<file path="config.mk">
export PLATFORM = sky130hd
export DESIGN_NAME = v3n_div_cell
export DESIGN_NICKNAME = d
export VERILOG_FILES = /design/src/hdl/v3n_pkg.sv /design/src/hdl/v3n_div_cell.sv
export SDC_FILE = /design/constraint.sdc
export NUM_CORES = 1
export LEC_CHECK = 0
export BUFFER_PORTS_ARGS = -buffer_cell sky130_fd_sc_hd__buf_2
export CAP_MARGIN = 20
export CORE_MARGIN = 10
export CORE_UTILIZATION = 35
export CTS_BUF_LIST = sky130_fd_sc_hd__clkbuf_2 sky130_fd_sc_hd__clkbuf_4 sky130_fd_sc_hd__clkbuf_8
export CTS_CLUSTER_SIZE = 12
export DETAILED_ROUTE_END_ITERATION = 10
export PLACE_DENSITY = 0.64
export SETUP_SLACK_MARGIN = 0.05
export SYNTH_ARGS = -nofsm -noshare
export SYNTH_HDL_FRONTEND = slang
export SYNTH_SLANG_ARGS = --single-unit
export TNS_END_PERCENT = 20
</file>
<file path="constraint.sdc">
create_clock -name clk -period 2.7 [get_ports clk]
set_input_delay 0.27 -clock clk [delete_from_list [all_inputs] [get_ports clk]]
set_output_delay 0.27 -clock clk [all_outputs]
set_load 0.01 [all_outputs]
</file>
<file path="src/hdl/v3n_pkg.sv">
// Shared widths, transaction types and helper functions for the vector normalizer.
package v3n_pkg;

	localparam int COMP_W = 32;
	localparam int FRAC_W = 16;
	localparam int CFG_W = 32;
	localparam int SUM_W = 2 * COMP_W;
	localparam int REM_W = COMP_W + 3;
	localparam int DREM_W = COMP_W + 2;
	localparam int Q_W = FRAC_W + 1;
	localparam int SQRT_CELLS = COMP_W;
	localparam int DIV_CELLS = FRAC_W + 1;
	localparam int XW = ((Q_W > COMP_W) ? Q_W : COMP_W) + 1;
	localparam int CMP_W = ((COMP_W > CFG_W) ? COMP_W : CFG_W);

	typedef struct packed {
		logic signed [COMP_W-1:0] in_x;
		logic signed [COMP_W-1:0] in_y;
		logic signed [COMP_W-1:0] in_z;
		logic signed [COMP_W-1:0] in_w;
	} vec_in_t;

	typedef struct packed {
		logic signed [COMP_W-1:0] out_x;
		logic signed [COMP_W-1:0] out_y;
		logic signed [COMP_W-1:0] out_z;
		logic signed [COMP_W-1:0] out_w;
		logic too_small;
	} vec_out_t;

	typedef struct packed {
		logic valid;
		logic [SUM_W-1:0] v;
		logic [REM_W-1:0] rem;
		logic [COMP_W-1:0] root;
		vec_in_t vec;
	} sqrt_stage_t;

	typedef struct packed {
		logic valid;
		logic low_mag;
		logic [COMP_W-1:0] mag;
		logic [2:0][DREM_W-1:0] rem;
		logic [2:0][Q_W-1:0] q;
		logic [2:0] neg;
		vec_in_t vec;
	} div_stage_t;

	function automatic logic [COMP_W-1:0] abs_comp(input logic [COMP_W-1:0] raw);
		return raw[COMP_W-1] ? (~raw + COMP_W'(1)) : raw;
	endfunction

	function automatic logic [COMP_W-1:0] sat_comp(input logic neg, input logic [Q_W-1:0] q);
		logic [XW-1:0] qx;
		logic [XW-1:0] lim;
		qx = XW'(q);
		if (neg) begin
			lim = XW'(1) << (COMP_W - 1);
			if (qx > lim) qx = lim;
			return COMP_W'(~qx + XW'(1));
		end
		lim = (XW'(1) << (COMP_W - 1)) - XW'(1);
		if (qx > lim) qx = lim;
		return COMP_W'(qx);
	endfunction

endpackage

</file>
<file path="src/hdl/v3n_div_cell.sv">
// One cell of the divider chain: one quotient bit for each of the three components.
module v3n_div_cell import v3n_pkg::*; (
	input  logic       clk,
	input  logic       arst_n,
	input  logic       en,
	input  div_stage_t d,
	output div_stage_t q
);
	logic [2:0][DREM_W-1:0] r1;
	logic [2:0]             ge;

	always_comb begin
		for (int k = 0; k < 3; k++) begin
			ge[k] = d.rem[k] >= DREM_W'(d.mag);
			r1[k] = ge[k] ? (d.rem[k] - DREM_W'(d.mag)) : d.rem[k];
		end
	end

	always_ff @(posedge clk or negedge arst_n) begin
		if (!arst_n) begin
			q <= '0;
		end else if (en) begin
			q.valid <= d.valid;
			q.low_mag <= d.low_mag;
			q.mag <= d.mag;
			q.neg <= d.neg;
			q.vec <= d.vec;
			for (int k = 0; k < 3; k++) begin
				q.rem[k] <= {r1[k][DREM_W-2:0], 1'b0};
				q.q[k] <= {d.q[k][Q_W-2:0], ge[k]};
			end
		end
	end
endmodule

</file>
==> impl_metrics.ini <==
[setup_path]
startpoint_type = input pin
worstPathArrival_ns = 3.27
timing.rr.start = q[283]
critPathKind = input pin to flip-flop
cp-end-kind = flip-flop
worstPathRequired_ns = 3.27
path_max_fanout = 15
crit_path_start = d[315]

[synthesis]
async_reset_ff_share_pct = 100
synth_seq_area_share_pct = 43.8
synth.largest_area_cell = dfrtp_1
yosysMostFrequentCell = dfrtp_1
syn_area_sq_um = 18000
synth_cell_type_count = 79
yosys.area.top_type_share_pct = 43.8
synth_edf_count = 0
yosysWarnings = 0
synth_common_cells = dfrtp_1 (315), mux2_2 (217), a21oi_1 (189), nor2_1 (150), ha_1 (96)
synthCells = 1754
synth_flop_cell = dfrtp_1
avgSynthCellArea_sq_um = 10.3
synthTopCellsByArea = dfrtp_1 (44%), mux2_2 (14%), ha_1 (6.7%)
ys_ff_latch = 315

[routing]
dr.pass1.iters = 5
drt_wl_total_microns = 82300
vias = 18903
routedWlPerCell_microns = 22.1
detail-route-antenna-nets = 0
drc_errors = 0
drt-initial-drc-count = 1014
drt-vias-per-instance = 5.07

[sta]
tightest_slew_ns = 0.561
rsz0062_at_grt = yes
fin_crit_ns = 2.70
relSlewSlack_pct = 62.6
timing_hold_violations_final = 0
finalSetupTns_ns = 0
setup_viol = 0
fin_crit_sh_pct = 100
slew_violations = 0
finalClockSkew_ns = 0
max_freq_mhz = 370

[clock_tree]
cts.sinks = 315
clk_pin_slew_worst_paths_ns = 0.06
htree_levels = 2
clk_latency_ns = 0.67
clockBufferDepth = 3
clockRootBuffer = clkbuf_8
numCtsBuffers = 59
cts_tree = built

[global_routing]
antenna_found_initial = 13
grt_pass1_wl_microns = 120000
grt_use_total_pct = 25.7
grt_pass1_vias = 20238
grt_max_degree = 97
grt_overflow = 0

[floorplan]
fp.dieW_microns = 247
pin_count = 639
core_area_sq_um = 51100
die-area_sq_um = 60900
start_util_pct = 35.2
die_h_microns = 247
row_count = 83

[final_layout]
fillers = 4373
drive_gt1_share_pct = 44.6
regMostFlops = q
fin_cells = 3729
nets = 3407
area_growth_pct = 62.5
reg_top3 = q (315)
regArea_sq_um = 7880
largest_reg_flops = 315
multi_input_area_sq_um = 9840
fin_util_pct = 57.2

[job]
maxCapViolations = 0

[place]
place.gp.congestion = 0.899
numPortBuffers = 632
placed_cells = 3294
dpl.hpwl_microns = 61200

[min_path]
min_from = d[256]
min_path_type = input pin to flip-flop

[power_and_ir_drop]
power.leakage_nw = 14.2
vdd_drop_max_mv = 0.625
p_per_area_nw_per_um2 = 574
total_power_mw = 16.8

[run_status]
status = complete, no violations
-- per-layer routing --
layer | wire (microns) | global-route usage, % | up-vias
li1 | - | - | 8805
met1 | 30200 | 27.3 | 9175
met2 | 41900 | 45.7 | 724
met3 | 5940 | 7.35 | 195
met4 | 4250 | 12.8 | 4
met5 | 17 | 0 | -
-- worst paths after layout --
| kind | endpoint | slack [ns] | cells past startpoint |
|---|---|---|---|
| max | q[186] | 0.00005 | 15 |
| min | q[257] | 0.05 | 4 |
| max reg2reg | q[283] | 1.59 | 2 |
| min reg2reg | q[199] | 0.48 | 1 |
| max in group asynchronous | q[21] | 1.80 | 3 |
| min in group asynchronous | q[192] | 0.09 | 2 |
-- report_power, final --
| part | switching (mW) | internal [mW] | total, mW | leakage [nW] |
|---|---|---|---|---|
| logic | 2.68 | 2.51 | 5.19 | 9.79 |
| clock network | 2.29 | 3.62 | 5.90 | 0.786 |
| registers | 0.365 | 5.34 | 5.71 | 3.66 |
| total | 5.34 | 11.5 | 16.8 | 14.2 |
-- layout make-up --
cell class                      instances  share of cell area, %
Multi-Input combinational cell       1289                   33.6
Antenna cell                           11                 0.0941
Inverter                               65                  0.890
Clock buffer                           92                   3.97
Clock inverter                         20                   1.20
Timing Repair Buffer                 1257                   30.4
Tap cell                              680                   2.91
Sequential cell                       315                   26.9
-- critical path: stages --
cell,delay [ns]
dlygate4sd3_1,0.54
buf_2,0.12
inv_1,0.06
buf_4,0.15
ha_1,0.34
nand2_2,0.09
nor4_2,0.31
buf_4,0.19
nand4_1,0.11
o211ai_1,0.17
a21oi_4,0.06
buf_12,0.15
clkbuf_16,0.17
or3_1,0.37
a31oi_1,0.16
-- timing repair --
action / 4_1_cts / 5_1_grt
setup buffers: 0 / 5
hold buffers: 305 / 0
endpoints found under the setup margin: 0 / 89
gates resized for setup: 0 / 65
endpoints found under the hold margin: 619 / 0
-- cells by family (layout without fill, tap and decap cells) --
kind of cell               Yosys count  after routing  share of synthesized area (%)
AOI/OAI and AO/OA                  450            450                           15.7
xor gates and xnor gates            74             74                           3.60
adders and majority gates           99             99                           7.01
buffers and inverters              152           1434                           3.55
DFF                                315            315                           43.8
muxes                              253            253                           15.6
other                                1             14                         0.0208
and+or+nand+nor                    410            410                           10.8
-- through the flow --
| stage | worst slack, ns | cell area, sq um | hold slack [ns] |
|---|---|---|---|
| 6_report | 0.0000486 | 29200 | 0.0519 |
| 5_1_grt | -0.0612 | 29200 | 0.0413 |
| 4_1_cts | 0.0562 | 28800 | 0.00247 |
| 3_5_place_dp | -0.601 | 24200 | 0.162 |
| 3_3_place_gp | -0.596 | 24200 | 0.163 |
| 2_1_floorplan | -0.163 | 18000 | -0.0256 |
-- layout by cell type (no fill, tap or decap), types with 13 or more instances in the layout --
cell type      instances
a31oi_1               21
clkbuf_8              75
o21bai_1              14
inv_1                 61
nand2_1               88
nor2_1               150
clkbuf_4              17
buf_12                15
a21oi_1              179
mux2_2               217
xor2_1                25
buf_4                300
ha_1                  88
nor3_1                17
and3_1                25
nor2b_1               17
o21ai_0               54
o21a_1                14
nand3_1               29
a21o_1                56
buf_2                629
nand4_1               13
mux2i_1               33
dlygate4sd3_1        305
nand2b_1              15
xnor2_1               48
o21ai_1               14
dfrtp_1              315
(Power assumes the default switching activity.)
