<file path="src/hdl/v3n_pkg.sv">
// Shared widths, transaction types and helper functions for the vector normalizer.
package v3n_pkg;

	localparam int COMP_W = 32;
	localparam int FRAC_W = 16;
	localparam int CFG_W = 32;
	localparam int SUM_W = 2 * COMP_W;
	localparam int REM_W = COMP_W + 3;
	localparam int DREM_W = COMP_W + 2;
	localparam int Q_W = FRAC_W + 1;
	localparam int SQRT_CELLS = COMP_W;
	localparam int DIV_CELLS = FRAC_W + 1;
	localparam int XW = ((Q_W > COMP_W) ? Q_W : COMP_W) + 1;
	localparam int CMP_W = ((COMP_W > CFG_W) ? COMP_W : CFG_W);

	typedef struct packed {
		logic signed [COMP_W-1:0] in_x;
		logic signed [COMP_W-1:0] in_y;
		logic signed [COMP_W-1:0] in_z;
		logic signed [COMP_W-1:0] in_w;
	} vec_in_t;

	typedef struct packed {
		logic signed [COMP_W-1:0] out_x;
		logic signed [COMP_W-1:0] out_y;
		logic signed [COMP_W-1:0] out_z;
		logic signed [COMP_W-1:0] out_w;
		logic too_small;
	} vec_out_t;

	typedef struct packed {
		logic valid;
		logic [SUM_W-1:0] v;
		logic [REM_W-1:0] rem;
		logic [COMP_W-1:0] root;
		vec_in_t vec;
	} sqrt_stage_t;

	typedef struct packed {
		logic valid;
		logic low_mag;
		logic [COMP_W-1:0] mag;
		logic [2:0][DREM_W-1:0] rem;
		logic [2:0][Q_W-1:0] q;
		logic [2:0] neg;
		vec_in_t vec;
	} div_stage_t;

	function automatic logic [COMP_W-1:0] abs_comp(input logic [COMP_W-1:0] raw);
		return raw[COMP_W-1] ? (~raw + COMP_W'(1)) : raw;
	endfunction

	function automatic logic [COMP_W-1:0] sat_comp(input logic neg, input logic [Q_W-1:0] q);
		logic [XW-1:0] qx;
		logic [XW-1:0] lim;
		qx = XW'(q);
		if (neg) begin
			lim = XW'(1) << (COMP_W - 1);
			if (qx > lim) qx = lim;
			return COMP_W'(~qx + XW'(1));
		end
		lim = (XW'(1) << (COMP_W - 1)) - XW'(1);
		if (qx > lim) qx = lim;
		return COMP_W'(qx);
	endfunction

endpackage

</file>
<file path="src/hdl/v3n_sqrt_cell.sv">
// One cell of the square root chain: resolves one root bit from two sum bits.
module v3n_sqrt_cell import v3n_pkg::*; (
	input  logic        clk,
	input  logic        arst_n,
	input  logic        en,
	input  sqrt_stage_t d,
	output sqrt_stage_t q
);
	logic [REM_W-1:0] rem_sh;
	logic [REM_W-1:0] trial;
	logic             ge;

	always_comb begin
		rem_sh = {d.rem[REM_W-3:0], d.v[SUM_W-1:SUM_W-2]};
		trial = REM_W'({d.root, 2'b01});
		ge = rem_sh >= trial;
	end

	always_ff @(posedge clk or negedge arst_n) begin
		if (!arst_n) begin
			q <= '0;
		end else if (en) begin
			q.valid <= d.valid;
			q.v <= {d.v[SUM_W-3:0], 2'b00};
			q.rem <= ge ? (rem_sh - trial) : rem_sh;
			q.root <= {d.root[COMP_W-2:0], ge};
			q.vec <= d.vec;
		end
	end
endmodule

</file>
<file path="config.mk">
export PLATFORM = sky130hd
export DESIGN_NAME = v3n_sqrt_cell
export DESIGN_NICKNAME = d
export VERILOG_FILES = /design/src/hdl/v3n_pkg.sv /design/src/hdl/v3n_sqrt_cell.sv
export SDC_FILE = /design/constraint.sdc
export NUM_CORES = 1
export LEC_CHECK = 0
export BUFFER_PORTS_ARGS = -buffer_cell sky130_fd_sc_hd__buf_2
export CAP_MARGIN = 30
export CORE_AREA = 2 2 201 203
export DETAILED_ROUTE_END_ITERATION = 8
export DIE_AREA = 0 0 203 205
export PLACE_DENSITY_LB_ADDON = 0.12
export SLEW_MARGIN = 0
export SYNTH_ARGS = -nofsm -noshare
export SYNTH_HDL_FRONTEND = slang
export SYNTH_SLANG_ARGS = --single-unit
</file>
<file path="constraint.sdc">
create_clock -name clk -period 0.8 [get_ports clk]
set_input_delay 0.12 -clock clk [delete_from_list [all_inputs] [get_ports clk]]
set_output_delay 0.12 -clock clk [all_outputs]
set_load 0.1 [all_outputs]
</file>
==> impl_metrics.json <==
{
  "cts_sinks": 258,
  "clock-root-buffer": "sky130_fd_sc_hd__clkbuf_16",
  "timing.hold.worst.class": "in2reg",
  "via_count": 11060,
  "maximum_achievable_frequency_ghz": 0.5159,
  "finalWirelength_um": 46310,
  "cp-end-kind": "flip-flop",
  "cp.arrival_ns": 2.44,
  "tns_ns": -191.17,
  "layout_setup_ws_ns": -1.138,
  "finalCriticalPeriod_ns": 1.938,
  "first_global_vias": 12060,
  "gp_congestion": 0.8551,
  "finalSetupViolations": 516,
  "failing_checks": "negative setup slack",
  "cts-htree-levels": 1,
  "floorplan.core_area_um2": 39370,
  "drv_slew": 0,
  "post-place-cells": 2086,
  "fin_worst_skew_ns": 0,
  "whs_ns": 0.01997,
  "routed_wire_length_per_instance_um": 19.09,
  "top_level_ports": 523,
  "synth_edf_count": 0,
  "grt_first_pass_wirelength_um": 69070,
  "powerDensity_nw_per_um2": 2228,
  "yosys.cell_count.top_type": "sky130_fd_sc_hd__dfrtp_1",
  "post_drt_via_cell_ratio": 4.559,
  "cts_max_path_buffers": 3,
  "final_min_period_over_clock_period_pct": 242.3,
  "drv_cap": 0,
  "combined_area_of_all_synthesized_cells_um2": 11780,
  "worstSetupStartpointType": "input pin",
  "fp.dieArea_um2": 41620,
  "antenna_left": 0,
  "drive_above_1_share_pct": 70.92,
  "final_nets": 2174,
  "grt_max_degree": 53,
  "final_cell_count_no_fill": 2426,
  "die_w_um": 203,
  "synth_largest_area_cell": "sky130_fd_sc_hd__dfrtp_1",
  "post_synth.cell_area_avg_um2": 12.67,
  "numPortBuffers": 518,
  "critical_path_peak_fanout": 4,
  "final-hold-violation-count": 0,
  "placedInstanceArea_um2": 21320,
  "rsz_0062_raised_after_global_routing": "yes",
  "number_of_antenna_violations_at_the_first_check_in_global_routing": 7,
  "outcome": "finished, violations left",
  "register_area_share_after_synthesis_pct": 54.79,
  "synth_ff_type": "sky130_fd_sc_hd__dfrtp_1",
  "gr-total-overflow": 0,
  "seq_area_um2": 7335,
  "syn-instance-count": 930,
  "stdcell_area_um2": 25900,
  "detailedPlacementHpwl_um": 34620,
  "grt_util_all_layers_pct": 21.30,
  "syn2layout_area_growth_pct": 119.8,
  "rows": 73,
  "yosys-top-cells-area": "sky130_fd_sc_hd__dfrtp_1 55%, sky130_fd_sc_hd__mux2_2 22%, sky130_fd_sc_hd__ha_1 3.6%",
  "initial_cell_density_of_the_core_pct": 29.93,
  "critical_path_class": "in2reg",
  "fillers": 2847,
  "cts-buffers-inserted": 30,
  "synth.top_cell.area_share_pct": 54.79,
  "vdd_ir_drop_max_mv": 1.647,
  "power_leakage_nw": 11.15,
  "required_ns": 1.30,
  "post-route-drc-count": 0,
  "synth.top_cells.by_count": "258 x sky130_fd_sc_hd__dfrtp_1, 225 x sky130_fd_sc_hd__mux2_2, 63 x sky130_fd_sc_hd__a21oi_1",
  "async_reset_ff_share_pct": 100.0,
  "fp.dieH_um": 205,
  "dr.pass1.iters": 5,
  "clock_insertion_delay_worst_skew_ns": 0.55,
  "multi_input_area_um2": 5762,
  "top_regs": "q x258",
  "drtIter0Drc": 389,
  "cts.reportedPaths.clkPinSlew_ns": 0.06,
  "registers.top_by_ff_count": "q",
  "yosys_warnings": 0,
  "flip_flop_count_of_the_largest_register_after_layout": 258,
  "synth.distinct_cells": 62,
  "cts_tree": "done",
  "yosys_register_bits": 258
}
[where the power goes]
part / internal [W] / leakage, nW / switching [W]
combinational: 0.0106 / 7.86 / 0.0155
sequential: 0.0153 / 2.77 / 0.00166
clock: 0.00905 / 0.519 / 0.00554
total: 0.0350 / 11.1 / 0.0227
[layout make-up]
| type | instances | share of cell area, % |
|---|---|---|
| diodes | 3 | 0.02899 |
| flip-flops and latches | 258 | 28.32 |
| multi-input cells | 583 | 22.25 |
| inverters | 46 | 0.7441 |
| clock inverters | 8 | 0.5556 |
| well taps | 525 | 2.537 |
| clock buffers | 45 | 3.508 |
| repair buffers | 958 | 42.05 |
[worst max-delay path, stage by stage]
cell                        delay (ns)
sky130_fd_sc_hd__buf_12           0.09
sky130_fd_sc_hd__inv_12           0.03
sky130_fd_sc_hd__ha_4             0.24
sky130_fd_sc_hd__o21a_1           0.13
sky130_fd_sc_hd__o211ai_2         0.21
sky130_fd_sc_hd__a32oi_4          0.16
sky130_fd_sc_hd__a21oi_4          0.24
sky130_fd_sc_hd__o31ai_4          0.07
sky130_fd_sc_hd__buf_6            0.14
sky130_fd_sc_hd__buf_6            0.12
sky130_fd_sc_hd__a31o_1           0.19
sky130_fd_sc_hd__a21o_1           0.17
sky130_fd_sc_hd__a2111oi_2        0.32
sky130_fd_sc_hd__o32a_1           0.20
[cells in the final DEF, fill, tap and decap left out, types with 9 or more instances in the layout]
master	n
sky130_fd_sc_hd__a21o_1	13
sky130_fd_sc_hd__a21oi_1	32
sky130_fd_sc_hd__a21oi_2	28
sky130_fd_sc_hd__buf_12	277
sky130_fd_sc_hd__buf_2	247
sky130_fd_sc_hd__buf_4	134
sky130_fd_sc_hd__buf_6	36
sky130_fd_sc_hd__clkbuf_16	33
sky130_fd_sc_hd__dfrtp_2	36
sky130_fd_sc_hd__dfrtp_4	222
sky130_fd_sc_hd__dlygate4sd3_1	257
sky130_fd_sc_hd__ha_1	16
sky130_fd_sc_hd__ha_4	18
sky130_fd_sc_hd__inv_1	36
sky130_fd_sc_hd__mux2_2	205
sky130_fd_sc_hd__mux2_4	20
sky130_fd_sc_hd__mux2i_1	12
sky130_fd_sc_hd__nand2_1	18
sky130_fd_sc_hd__nand3_1	9
sky130_fd_sc_hd__nor2_1	47
sky130_fd_sc_hd__nor2_4	9
sky130_fd_sc_hd__o21ai_0	9
sky130_fd_sc_hd__xnor2_1	11
sky130_fd_sc_hd__xor2_1	14
[routing by layer]
layer  routed length, um  up-vias  GRT usage [%]  part of all wire (%)
li1                    -     5194              -                     -
met1               18290     5404          25.06                    39
met2               23470      371          37.76                    51
met3                3217       82          6.109                   6.9
met4                1277        8          6.074                   2.8
met5                  51        -              0                  0.11
[timing repair]
item                                   CTS  global route
setup endpoints to repair              516           516
hold buffers                           257             0
pin swaps                                8            51
endpoints found under the hold margin  514             0
resized for setup                       45           123
buffers inserted                        10            18
gates cloned                             4             2
[through the flow]
step | total power [W] | setup WS [ns] | utilization (%)
floorplan | 0.03115 | -1.379 | -
global placement | 0.04117 | -1.813 | 54.15
detailed placement | 0.04135 | -1.823 | 54.15
CTS | 0.05760 | -1.094 | 64.21
global route | 0.05962 | -1.218 | 65.77
finish | 0.05770 | -1.138 | 65.78
[logic make-up after synthesis]
| logic type | count (synthesis) | share of synthesized area (%) |
|---|---|---|
| XOR/XNOR | 27 | 2.007 |
| flip-flops | 258 | 54.79 |
| other | 1 | 0.03182 |
| adder cells (fa/ha/maj) | 34 | 3.610 |
| AND/OR/NAND/NOR | 127 | 4.980 |
| multiplexers | 238 | 22.61 |
| buffers and inverters | 91 | 3.100 |
| AO/OA/AOI/OAI | 154 | 8.877 |
[worst paths after layout]
kind	end	cells after the start	start	slack [ns]
max	q[189]	14	d[128]	-1.14
min	q[167]	5	d[165]	0.02
max reg2reg	q[198]	2	q[198]	-0.21
min reg2reg	q[191]	2	q[191]	0.54
max in group asynchronous	q[159]	4	arst_n	0.21
min in group asynchronous	q[228]	3	arst_n	0.11
(Power assumes the default switching activity.)
